### src/hdl/mtct_pkg.sv
// shared types, character codes and mode encoding for the markup tag context tracker
package mtct_pkg;

    localparam int COUNT_W   = 6;
    localparam int COUNT_MAX = 63;
    localparam int HASH_W    = 32;
    localparam int BYTE_W    = 8;
    localparam int LEX_W     = 2;

    // lexical state, one-hot
    typedef enum logic [3:0] {
        MODE_TEXT   = 4'b0001,
        MODE_TAG    = 4'b0010,
        MODE_ATTR   = 4'b0100,
        MODE_ENTITY = 4'b1000
    } mode_t;

    // mode code as it appears on the result channel
    localparam logic [LEX_W-1:0] LEX_TEXT   = 2'd0;
    localparam logic [LEX_W-1:0] LEX_TAG    = 2'd1;
    localparam logic [LEX_W-1:0] LEX_ATTR   = 2'd2;
    localparam logic [LEX_W-1:0] LEX_ENTITY = 2'd3;

    localparam logic [BYTE_W-1:0] CHAR_LT    = 8'h3C;
    localparam logic [BYTE_W-1:0] CHAR_GT    = 8'h3E;
    localparam logic [BYTE_W-1:0] CHAR_SEMI  = 8'h3B;
    localparam logic [BYTE_W-1:0] CHAR_AMP   = 8'h26;
    localparam logic [BYTE_W-1:0] CHAR_EQ    = 8'h3D;
    localparam logic [BYTE_W-1:0] CHAR_SPACE = 8'h20;

    localparam logic [HASH_W-1:0] CTX_ENTITY = 32'hFFFF_FFFF;

    // control for one name hash: clear it, or fold in the current byte
    typedef struct packed {
        logic clear;
        logic hit;
    } hash_ctl_t;

    function automatic logic [LEX_W-1:0] mode_code(input mode_t m);
        logic [LEX_W-1:0] code;
        case (m)
            MODE_TEXT:   code = LEX_TEXT;
            MODE_TAG:    code = LEX_TAG;
            MODE_ATTR:   code = LEX_ATTR;
            MODE_ENTITY: code = LEX_ENTITY;
            default:     code = LEX_TEXT;
        endcase
        return code;
    endfunction

endpackage

### src/hdl/mtct_hash_unit.sv
// next-value logic for one name hash and its byte count (h*31 + byte under a length cap)
module mtct_hash_unit
    import mtct_pkg::*;
#(
    parameter logic [COUNT_W-1:0] LIMIT = 6'd63
) (
    input  hash_ctl_t           ctl,
    input  logic [BYTE_W-1:0]   data_byte,
    input  logic [HASH_W-1:0]   hash_cur,
    input  logic [COUNT_W-1:0]  count_cur,
    output logic [HASH_W-1:0]   hash_next,
    output logic [COUNT_W-1:0]  count_next
);

    logic [HASH_W-1:0] hash_fold;

    // h*31 as (h << 5) - h, modulo 2^32
    assign hash_fold = (hash_cur << 5) - hash_cur + {{(HASH_W-BYTE_W){1'b0}}, data_byte};

    always_comb begin
        hash_next  = hash_cur;
        count_next = count_cur;
        if (ctl.clear) begin
            hash_next  = '0;
            count_next = '0;
        end else if (ctl.hit && (count_cur < LIMIT)) begin
            hash_next  = hash_fold;
            count_next = count_cur + 1'b1;
        end
    end

endmodule

### src/hdl/markup_tag_context_tracker.sv
// markup tag context tracker: lexical mode and tag/attribute name hashes, one byte per transfer
//
//  channel  | dir | tdata fields (lsb first)                       | tuser/tlast
//  s_axis   | in  | text_byte[7:0]                                 | none
//  m_axis   | out | context_value[31:0], lex_mode[33:32], pad to 40 | none
//
// one byte per clock sustained while m_tready is high; m_tvalid rises in the cycle after an s transfer
// the mode/hash update is a single pass through the hash adder between state registers
// s_tready is high whenever the result register is empty or being taken
// a stall on m_tready holds the result and stops new s transfers
// synchronous active-low reset returns to text mode with hashes and counts cleared
module markup_tag_context_tracker
    import mtct_pkg::*;
#(
    parameter int NAME_LIMIT = 63
) (
    input  logic        aclk,
    input  logic        aresetn,
    input  logic        s_tvalid,
    output logic        s_tready,
    input  logic [7:0]  s_tdata,   // [7:0] text_byte
    output logic        m_tvalid,
    input  logic        m_tready,
    output logic [39:0] m_tdata    // [31:0] context_value, [33:32] lex_mode, [39:34] zero
);

    localparam logic [COUNT_W-1:0] LIMIT =
        COUNT_W'((NAME_LIMIT < COUNT_MAX) ? NAME_LIMIT : COUNT_MAX);

    mode_t               mode_reg, mode_next;
    logic [HASH_W-1:0]   tag_digest_reg, tag_digest_next;
    logic [HASH_W-1:0]   attr_digest_reg, attr_digest_next;
    logic [COUNT_W-1:0]  tag_cnt_reg, tag_cnt_next;
    logic [COUNT_W-1:0]  attr_cnt_reg, attr_cnt_next;
    logic                out_valid_reg;
    logic [HASH_W-1:0]   ctx_reg, ctx_next;
    logic [LEX_W-1:0]    lex_reg;
    hash_ctl_t           tag_ctl, attr_ctl;
    logic                s_accept;

    assign s_tready = !out_valid_reg || m_tready;
    assign s_accept = s_tvalid && s_tready;

    always_comb begin
        mode_next = mode_reg;
        tag_ctl   = '0;
        attr_ctl  = '0;
        case (mode_reg)
            MODE_TEXT: begin
                if (s_tdata == CHAR_LT) begin
                    mode_next     = MODE_TAG;
                    tag_ctl.clear = 1'b1;
                end else if (s_tdata == CHAR_AMP) begin
                    mode_next = MODE_ENTITY;
                end
            end
            MODE_TAG: begin
                if (s_tdata == CHAR_SPACE || s_tdata == CHAR_GT) begin
                    mode_next      = (s_tdata == CHAR_SPACE) ? MODE_ATTR : MODE_TEXT;
                    attr_ctl.clear = 1'b1;
                end else begin
                    tag_ctl.hit = 1'b1;
                end
            end
            MODE_ATTR: begin
                if (s_tdata == CHAR_GT) begin
                    mode_next = MODE_TEXT;
                end else if (s_tdata != CHAR_EQ && s_tdata != CHAR_SPACE) begin
                    attr_ctl.hit = 1'b1;
                end
            end
            MODE_ENTITY: begin
                if (s_tdata == CHAR_SEMI) begin
                    mode_next = MODE_TEXT;
                end
            end
            default: begin
                mode_next = MODE_TEXT;
            end
        endcase
    end

    mtct_hash_unit #(
        .LIMIT (LIMIT)
    ) u_tag_digest (
        .ctl        (tag_ctl),
        .data_byte  (s_tdata),
        .hash_cur   (tag_digest_reg),
        .count_cur  (tag_cnt_reg),
        .hash_next  (tag_digest_next),
        .count_next (tag_cnt_next)
    );

    mtct_hash_unit #(
        .LIMIT (LIMIT)
    ) u_attr_digest (
        .ctl        (attr_ctl),
        .data_byte  (s_tdata),
        .hash_cur   (attr_digest_reg),
        .count_cur  (attr_cnt_reg),
        .hash_next  (attr_digest_next),
        .count_next (attr_cnt_next)
    );

    always_comb begin
        case (mode_next)
            MODE_TAG:    ctx_next = tag_digest_next;
            MODE_ATTR:   ctx_next = attr_digest_next;
            MODE_ENTITY: ctx_next = CTX_ENTITY;
            default:     ctx_next = '0;
        endcase
    end

    always_ff @(posedge aclk) begin
        if (!aresetn) begin
            mode_reg        <= MODE_TEXT;
            tag_digest_reg  <= '0;
            attr_digest_reg <= '0;
            tag_cnt_reg     <= '0;
            attr_cnt_reg    <= '0;
            out_valid_reg   <= 1'b0;
        end else begin
            if (s_accept) begin
                mode_reg        <= mode_next;
                tag_digest_reg  <= tag_digest_next;
                attr_digest_reg <= attr_digest_next;
                tag_cnt_reg     <= tag_cnt_next;
                attr_cnt_reg    <= attr_cnt_next;
                out_valid_reg   <= 1'b1;
            end else if (m_tready) begin
                out_valid_reg <= 1'b0;
            end
        end
    end

    // result payload, no reset needed
    always_ff @(posedge aclk) begin
        if (s_accept) begin
            ctx_reg <= ctx_next;
            lex_reg <= mode_code(mode_next);
        end
    end

    assign m_tvalid = out_valid_reg;
    assign m_tdata  = {6'b0, lex_reg, ctx_reg};

    // the reported mode is the state left behind by the transfer
    a_mode_matches: assert property (@(posedge aclk) disable iff (!aresetn)
        s_accept |=> (m_tvalid && m_tdata[33:32] == mode_code(mode_reg)))
        else $error("reported lex_mode differs from tracked mode");

    // context follows the hash of the reported mode
    a_ctx_tag: assert property (@(posedge aclk) disable iff (!aresetn)
        s_accept |=> ((mode_reg != MODE_TAG || m_tdata[31:0] == tag_digest_reg) &&
                      (mode_reg != MODE_ATTR || m_tdata[31:0] == attr_digest_reg)))
        else $error("context does not match the active name hash");

    // entity and text contexts are fixed patterns
    a_ctx_fixed: assert property (@(posedge aclk) disable iff (!aresetn)
        m_tvalid |-> ((m_tdata[33:32] != LEX_ENTITY || m_tdata[31:0] == CTX_ENTITY) &&
                      (m_tdata[33:32] != LEX_TEXT || m_tdata[31:0] == '0)))
        else $error("entity or text context has the wrong value");

    // opening a tag starts a fresh name
    a_tag_open: assert property (@(posedge aclk) disable iff (!aresetn)
        (s_accept && mode_reg == MODE_TEXT && s_tdata == CHAR_LT) |=>
        (tag_cnt_reg == '0 && tag_digest_reg == '0))
        else $error("tag hash not cleared on tag open");

    // name byte counts stay within the cap
    a_count_cap: assert property (@(posedge aclk) disable iff (!aresetn)
        (tag_cnt_reg <= LIMIT) && (attr_cnt_reg <= LIMIT))
        else $error("name byte count beyond limit");

endmodule
### config.mk
export PLATFORM = sky130hd
export DESIGN_NAME = markup_tag_context_tracker
export DESIGN_NICKNAME = d
export VERILOG_FILES = /design/src/hdl/mtct_pkg.sv /design/src/hdl/mtct_hash_unit.sv /design/src/hdl/markup_tag_context_tracker.sv
export SDC_FILE = /design/constraint.sdc
export NUM_CORES = 1
export LEC_CHECK = 0
export BUFFER_PORTS_ARGS = -buffer_cell sky130_fd_sc_hd__buf_2
export CORE_MARGIN = 2
export CORE_UTILIZATION = 28
export DETAILED_ROUTE_END_ITERATION = 16
export PLACE_DENSITY = 0.54
export SLEW_MARGIN = 20
export SYNTH_ARGS = -nofsm -noshare
export SYNTH_HDL_FRONTEND = slang
export SYNTH_SLANG_ARGS = --single-unit
### constraint.sdc
create_clock -name aclk -period 6.95 [get_ports aclk]
set_input_delay 1.39 -clock aclk [delete_from_list [all_inputs] [get_ports aclk]]
set_output_delay 1.39 -clock aclk [all_outputs]
set_load 0.03 [all_outputs]
# ---- Word level (Yosys, flattened, before mapping)
# Cells that the tools add are included.
dict set report word_totals {
  reg_bits 115
  input_bits 12
  out_inout_bits 42
  wordCells 70
}
dict set report classes {
  add_sub_neg 6
  n_lt_le_gt_ge 2
  eq_ne 14
  muxes 28
  reduce_logical 12
}
# operator n
set ops {}
lappend ops {{two-way mux 32 bit} 4}
lappend ops {{one-hot mux 32 bit (3 select lines)} 1}
lappend ops {{adder 32 x 8 -> 32 bit} 2}
lappend ops {{subtractor 32 bit} 2}
lappend ops {{equality test 8 x 6 -> 1 bit, second input constant} 5}
lappend ops {{two-way mux 6 bit} 4}
lappend ops {{two-way mux 4 bit} 5}
lappend ops {{!= test 8 x 6 -> 1 bit, second input constant} 2}
lappend ops {{one-hot mux 4 bit (4 select lines)} 1}
lappend ops {{adder 6 x 1 -> 6 bit, second input constant} 2}
lappend ops {{less-than comparator 6 bit, second input constant} 2}
lappend ops {{two-way mux 1 bit} 11}
lappend ops {{equality test 4 x 2 -> 1 bit, second input constant} 2}
lappend ops {{equality test 4 x 3 -> 1 bit, second input constant} 2}
lappend ops {{equality test 4 bit, second input constant} 2}
lappend ops {{one-hot mux 2 bit (3 select lines)} 1}
lappend ops {{nonzero test 2 bit} 3}
lappend ops {{equality test 4 x 1 -> 1 bit, second input constant} 1}
lappend ops {{logical AND 1 bit} 4}
lappend ops {{AND reduction 2 bit} 2}
lappend ops {{two-way mux 3 bit} 1}
lappend ops {{logical OR 1 bit} 2}
lappend ops {{logical NOT 1 bit} 1}

# ---- Logic depth before layout (Yosys ltp)
# Gate-level depths: netlist (run 1).
dict set report logic_depth {
  word_depth 9
  mapped_depth 16
  mapped_depth_nobuf 16
}

# ---- Hierarchy
# A second synthesis (run 1) with hierarchy kept.
dict set report hier_totals {
  hier_cells 1303
  hier_area_um2 10050.9
}
# module instances cells_per_inst area_per_inst_um2 seq_area_each_um2
set by_module_without_submodules {}
lappend by_module_without_submodules {markup_tag_context_tracker 1 485 4624.4 2642.5}
lappend by_module_without_submodules {{mtct_hash_unit (u_tag_digest)} 1 420 2736.4 0.0}
lappend by_module_without_submodules {{mtct_hash_unit (u_attr_digest)} 1 398 2690.1 0.0}

# ---- Worst setup path after synthesis (run 1)
# OpenSTA, ideal clock, no wires.
dict set report synth_timing {
  kind {input port to flip-flop}
  start {input port s_tdata[6]}
  end {register ctx_reg[29], data pin}
  setup_ns 0.261
  arrival_ns 4.666
  required_time_ns 6.689
  setup_slack_ns 2.024
  cell_stages 14
  n_path_buf 0
  cell_sequence {inv_1 -> fa_1 -> inv_1 -> ha_1 -> a21o_1 -> a2111o_1 -> o211ai_2 -> a21oi_1 -> a211o_1 -> a31o_1 -> a221o_1 -> a21o_1 -> xor2_1 -> a221o_1}
}
dict set report synth_via {
  elab_chain_cells 9
  word_cells_on_any_way 37
  classes_between {add/sub: 2; eq/ne: 10; mux: 21; reduce/logical: 4}
}
# item line_no
set synth_lines {}
lappend synth_lines {{start: declaration} markup_tag_context_tracker.sv:21} ;# input logic [7:0] s_tdata,
lappend synth_lines {{branches (longest 8 deep; another with adder 32 x 8 -> 32 bit)} --}
lappend synth_lines {{one-hot mux 32 bit (3 select lines) *} markup_tag_context_tracker.sv:106} ;# case (mode_next)
lappend synth_lines {{named net ctx_next[29]} markup_tag_context_tracker.sv:36} ;# logic [HASH_W-1:0] ctx_reg, ctx_next;
lappend synth_lines {{end signal: assignment} markup_tag_context_tracker.sv:139} ;# ctx_reg <= ctx_next;
lappend synth_lines {{end: declaration} markup_tag_context_tracker.sv:36}
# Mark *: on every way through the listed nets, which the timed path passes.
# A chain may end at the register's enable or synchronous reset.

# ---- Worst setup path in the final report (run 1)
dict set report layout_timing {
  start {input port s_tdata[6]}
  end {register ctx_reg[28], data pin}
}
# The elaborated chain is that of the path after synthesis.

==> impl_metrics.tcl, run 1 <==
set metrics [dict create \
    status "finished, final reports clean" \
    internal_power_mw 1.56 \
    p_per_area_nw_per_um2 220 \
    ys_ff_latch 115 \
    cts.repair.resized 0 \
    synth_compound_area_frac 0.260 \
    synthSimpleGateAreaFrac 0.154 \
    design.core.area_um2 32700 \
    crit_buf_inv 4 \
    synth_edf_count 34 \
    clockBufferDepth 2 \
    dieArea_um2 34800 \
    slew_headroom 0.285 \
    worstReg2RegStart "attr_digest_reg[1]" \
    path_common_cell "inv_1" \
    worst_slew_pin_slew_ns 1.07 \
    wl_um 28600 \
    setup_viol 0 \
    fin_crit_sh 0.714 \
    r2r_slack_ns 2.73 \
    vias 8495 \
    cp.arrival_ns 5.14 \
    dr.pass1.iters 5 \
    hp-class "flop to flop" \
    io_pins 54 \
    finalHoldViolCount 0 \
    antenna_found_initial 0 \
    track_usage 0.166 \
    grt_max_degree 61 \
    fin_skew_ns 0.0132 \
    dpl_cell_area_um2 10000 \
    yosysWarnings 0 \
    die_height_um 187 \
    crit_family "compound AO/OA/AOI/OAI gates" \
    hold-worst-slack_ns 0.488 \
    leakagePower_nw 4.47 \
    clkSlewWorstSetupHoldPaths_ns 0.06 \
    critPathMaxFanout 5 \
    synthMuxAreaShare 0.00429 \
    synthAdderAreaFrac 0.175 \
    synth_top_family_by_area "compound AO/OA/AOI/OAI gates" \
    slew_viol_final 0 \
    insertion_delay_ns 0.44 \
    power_mw 2.34 \
    cpPeakStageDelay_ns 0.56 \
    synthCells 1107 \
    crit_chain "buf_2 > inv_1 > fa_1 > inv_1 > ha_1 > o21a_1 > o211ai_1 > a21oi_1 > a221oi_1 > buf_4 > a2bb2oi_1 > o21ba_2 > nand2b_1 > or4_1 > nand4_1 > or3_1" \
    endpoint_kind "flop" \
    maxCapViolations 0 \
    crit_start "s_tdata[6]" \
    holdBufCountCts 0 \
    num_rows 66 \
    max_freq_mhz 201 \
    finalCriticalPeriod_ns 4.96 \
    critPathSlowestCell "fa_1" \
    fin_area_um2 10600 \
    switching_share 0.334 \
    htree_levels 4 \
    p_comb_frac 0.291 \
    crit_type "input port to flop" \
    min_from "attr_cnt_reg[1]" \
    holdPathStages 2 \
    viasPerCell 5.35 \
    nets 1272 \
    power.share.sequential 0.314 \
    ant_nets 0 \
    crit_cells 16 \
    synth_sequential_area_ratio 0.283 \
    ys.flop_type "dfxtp_1" \
    diodes 0 \
    peakVddDrop_uv 152 \
    power.switching_uw 782 \
    cts_root_buf "clkbuf_16" \
    p_clk_frac 0.395 \
    final.setup.tns_ns 0 \
    cts_setup_buffers 0 \
    gr-total-overflow 0 \
    gp_congestion 0.893 \
    worstPathRequired_ns 7.12 \
    numClockSinks 115 \
    ys_types 71 \
    port_buffers 47 \
    synth_area_um2 9330 \
    layout-drive-gt1-share 0.0959 \
    grt_pass1_vias 8253 \
    reg2regPathDepth 15 \
    drt-initial-drc-count 684 \
    cts_tree "yes" \
    grt_pass1_wl_um 45900 \
    utilization 0.325 \
    cts_buffers 17 \
    dieWidth_um 187 \
    wl_per_cell_um 18.0 \
    rsz0062_at_grt "no" \
    drc 0 \
    setup.worst_path.start_class "input port" \
    syn_to_final_growth_pct 13.9 \
    async_flop_share 0 \
    dpl.hpwl_um 21300 \
    synth_area_per_cell_um2 8.43 \
    synth_xor_xnor_area_share 0.0582 \
    start_util 0.285 \
]
==> logic make-up after synthesis <==
group	count (synthesis)
and+or+nand+nor	302
AOI/OAI and AO/OA	344
xor gates and xnor gates	62
other	1
DFF	115
adders and majority gates	126
muxes	4
buffers and inverters	153
==> routing by layer <==
layer / share of wire / global-route usage / vias up / wire length, µm
li1: - / - / 4139 / -
met1: 0.47 / 0.221 / 4122 / 13600
met2: 0.47 / 0.272 / 190 / 13300
met3: 0.037 / 0.0231 / 44 / 1060
met4: 0.022 / 0.0611 / 0 / 642
met5: 0 / 0 / - / 0
==> power groups by stage <==
stage	combinational [mW]	clock (mW)	sequential, mW
detailed placement	0.670	0	0.749
global placement	0.671	0	0.749
global route	0.755	0.965	0.737
CTS	0.676	0.939	0.735
finish	0.682	0.925	0.734
floorplan	0.495	0	0.765
==> worst reg2reg max path: cells and delay by family (launching register included) <==
family	cells	cell delay, ns
compound gates	6	1.53
buf+inv	3	0.34
flops	1	0.35
simple gates	4	0.84
fa+ha+maj	2	0.90
==> synthesized netlist by cell type, types with 12 or more instances <==
master / n / area, µm²
a211oi_1: 29 / 218
a21o_1: 34 / 255
a21oi_1: 70 / 350
a221o_1: 13 / 130
a221oi_1: 12 / 105
a22oi_1: 34 / 255
a31oi_1: 18 / 113
clkbuf_1: 45 / 169
dfxtp_1: 81 / 1620
edfxtp_1: 34 / 1020
ha_1: 118 / 1480
inv_1: 93 / 349
nand2_1: 53 / 199
nand2b_1: 16 / 100
nand3_1: 20 / 100
nand4_1: 14 / 87.6
nor2_1: 126 / 473
nor3_1: 18 / 90.1
o21ai_0: 45 / 225
o221ai_1: 19 / 166
xnor2_1: 34 / 298
xor2_1: 28 / 245
==> cell type report <==
| class | count | area [µm²] |
|---|---|---|
| Fill cell | 3465 | 22100 |
| Multi-Input combinational cell | 844 | 6110 |
| Sequential cell | 115 | 2640 |
| Tap cell | 442 | 553 |
| Clock buffer | 20 | 489 |
| Inverter | 94 | 354 |
| Timing Repair Buffer | 62 | 348 |
| Clock inverter | 12 | 126 |
==> through the flow <==
stage               setup WS, ns  instances
global placement            1.63       1557
detailed placement          1.61       1557
CTS                         2.05       1589
floorplan                   2.02       1112
global route                1.82       1589
finish                      1.99       1589
==> worst paths after layout <==
check	end
max	ctx_reg[28]
min	attr_cnt_reg[1]
max reg2reg	ctx_reg[28]
min reg2reg	attr_cnt_reg[1]
==> layout by cell type (no fill, tap or decap), types with 20 or more instances in the layout <==
| cell type | count |
|---|---|
| a211oi_1 | 29 |
| a21o_1 | 34 |
| a21oi_1 | 70 |
| a22oi_1 | 34 |
| buf_2 | 47 |
| dfxtp_1 | 81 |
| edfxtp_1 | 34 |
| ha_1 | 118 |
| inv_1 | 92 |
| nand2_1 | 53 |
| nand3_1 | 20 |
| nor2_1 | 126 |
| o21ai_0 | 44 |
| xnor2_1 | 34 |
| xor2_1 | 28 |
(Power assumes the default switching activity.)
==> run 2: changes to the inputs <==
==> constraint.sdc (replaced) <==
create_clock -name aclk -period 5 [get_ports aclk]
set_input_delay 1 -clock aclk [delete_from_list [all_inputs] [get_ports aclk]]
set_output_delay 1 -clock aclk [all_outputs]
set_load 0.03 [all_outputs]
==> run 2 against run 1 <==
Cell area is 1.2% higher. Combinational power rose by 43%. Worst hold slack improved by 0.0024 ns. Largest cell class unchanged. Sequential power rose by 39%. Final cell count up 0.82%. Count of clock-buffer cells in the layout increased by 7. Via count increased by 2.0%. Largest power group unchanged. Non-clock buffer count grew 12. Core utilization grew 0.41 points.
==> impl_metrics.tcl, run 2 (synthesized netlist as in run 1, its figures left out) <==
set metrics [dict create \
    p_per_area_nw_per_um2 309 \
    setup_viol 0 \
    clockBufferDepth 2 \
    die_height_um 187 \
    maxCapViolations 0 \
    dpl.hpwl_um 22700 \
    io_pins 54 \
    crit_chain "buf_2 > inv_1 > fa_1 > inv_1 > ha_1 > a21o_1 > a2111o_1 > o211ai_2 > a21oi_1 > a211o_1 > a31o_1 > a221o_1 > a21o_1 > xor2_1 > a221o_1" \
    wl_per_cell_um 18.5 \
    final_common_cell "nor2_1" \
    status "finished, final reports clean" \
    cts_setup_buffers 0 \
    final.setup.tns_ns 0 \
    crit_start "s_tdata[6]" \
    cp.arrival_ns 4.66 \
    ant_nets 0 \
    track_usage 0.169 \
    nets 1284 \
    vias 8668 \
    dieWidth_um 187 \
    min_from "attr_cnt_reg[1]" \
    dr.max_layer_used "met4" \
    clkSlewWorstSetupHoldPaths_ns 0.05 \
    start_util 0.285 \
    wl_met2_um 13800 \
    antenna_found_initial 1 \
    design.core.area_um2 32700 \
    syn_to_final_growth_pct 15.3 \
    critPathMaxFanout 4 \
    critPathSlowestCell "fa_1" \
    fin_skew_ns 0.00712 \
    rsz0062_at_grt "no" \
    worst_slew_pin_slew_ns 0.864 \
    grt_max_degree 44 \
    worstReg2RegStart "tag_digest_reg[1]" \
    gp_congestion 0.879 \
    worstPathRequired_ns 5.17 \
    peakVddDrop_uv 228 \
    slew_viol_final 0 \
    htree_levels 4 \
    finalCriticalPeriod_ns 4.49 \
    layout-drive-gt1-share 0.106 \
    port_buffers 47 \
    cts_buffers 17 \
    slew_headroom 0.422 \
    cts_tree "yes" \
    crit_type "input port to flop" \
    cts_root_buf "clkbuf_16" \
    met1_length_um 13800 \
    gr-total-overflow 0 \
    grt_pass1_wl_um 46400 \
    grt_pass1_vias 8153 \
    dr_wl_met3_um 1470 \
    power_mw 3.32 \
    finalHoldViolCount 0 \
    cpPeakStageDelay_ns 0.55 \
    insertion_delay_ns 0.42 \
    holdBufCountCts 0 \
    drt-initial-drc-count 766 \
    setup.worst_path.start_class "input port" \
    hp-class "flop to flop" \
    cts.repair.resized 0 \
    layout_common_cells "nor2_1, ha_1, inv_1, dfxtp_1, a21oi_1" \
    viasPerCell 5.41 \
    wl_um 29700 \
    endpoint_kind "flop" \
    fin_crit_sh 0.899 \
    drc 0 \
    num_rows 66 \
    dieArea_um2 34800 \
    leakagePower_nw 4.56 \
    dr.pass1.iters 5 \
    numClockSinks 115 \
    max_freq_mhz 222 \
]
## run 2: layout make-up
type	count	area, µm²
Antenna cell	1	2.50
Clock buffer	27	598
Clock inverter	5	53.8
Fill cell	3485	21900
Inverter	94	354
Multi-Input combinational cell	844	6120
Sequential cell	115	2640
Tap cell	442	553
Timing Repair Buffer	74	438
## run 2: metal layers
metal | vias up | track usage
li1 | 4171 | -
met1 | 4196 | 0.229
met2 | 267 | 0.277
met3 | 34 | 0.0239
met4 | 0 | 0.0577
met5 | - | 0
## run 2: worst max-delay path, delay by kind of cell
family,cells,cell delay [ns]
AOI/OAI and AO/OA,9,2.37
adders and majority gates,2,0.89
buffers and inverters,3,0.23
xor gates and xnor gates,1,0.16
## run 2: worst paths after layout
check             slack (ns)  cells past startpoint              end
setup reg to reg        0.90                     14      ctx_reg[29]
setup / recovery        0.51                     15      ctx_reg[29]
hold / removal          0.49                      2  attr_cnt_reg[1]
hold reg to reg         0.49                      2  attr_cnt_reg[1]
## run 2: report_power, final
part / leakage [nW] / switching [mW] / total, mW / internal [mW]
Combinational: 3.23 / 0.594 / 0.976 / 0.383
Clock: 0.326 / 0.454 / 1.32 / 0.868
Sequential: 1.00 / 0.0282 / 1.02 / 0.994
Total: 4.56 / 1.08 / 3.32 / 2.24
## run 2: metrics by stage
stage	hold slack (ns)	cell area [µm²]	std cells	util	setup slack, ns
3_3_place_gp	0.476	10100	1569	0.309	0.163
6_report	0.491	10800	1602	0.329	0.505
5_1_grt	0.523	10800	1602	0.329	0.377
3_5_place_dp	0.482	10100	1569	0.309	0.109
4_1_cts	0.489	10800	1601	0.329	0.523
2_1_floorplan	0.462	9350	1112	-	0.464
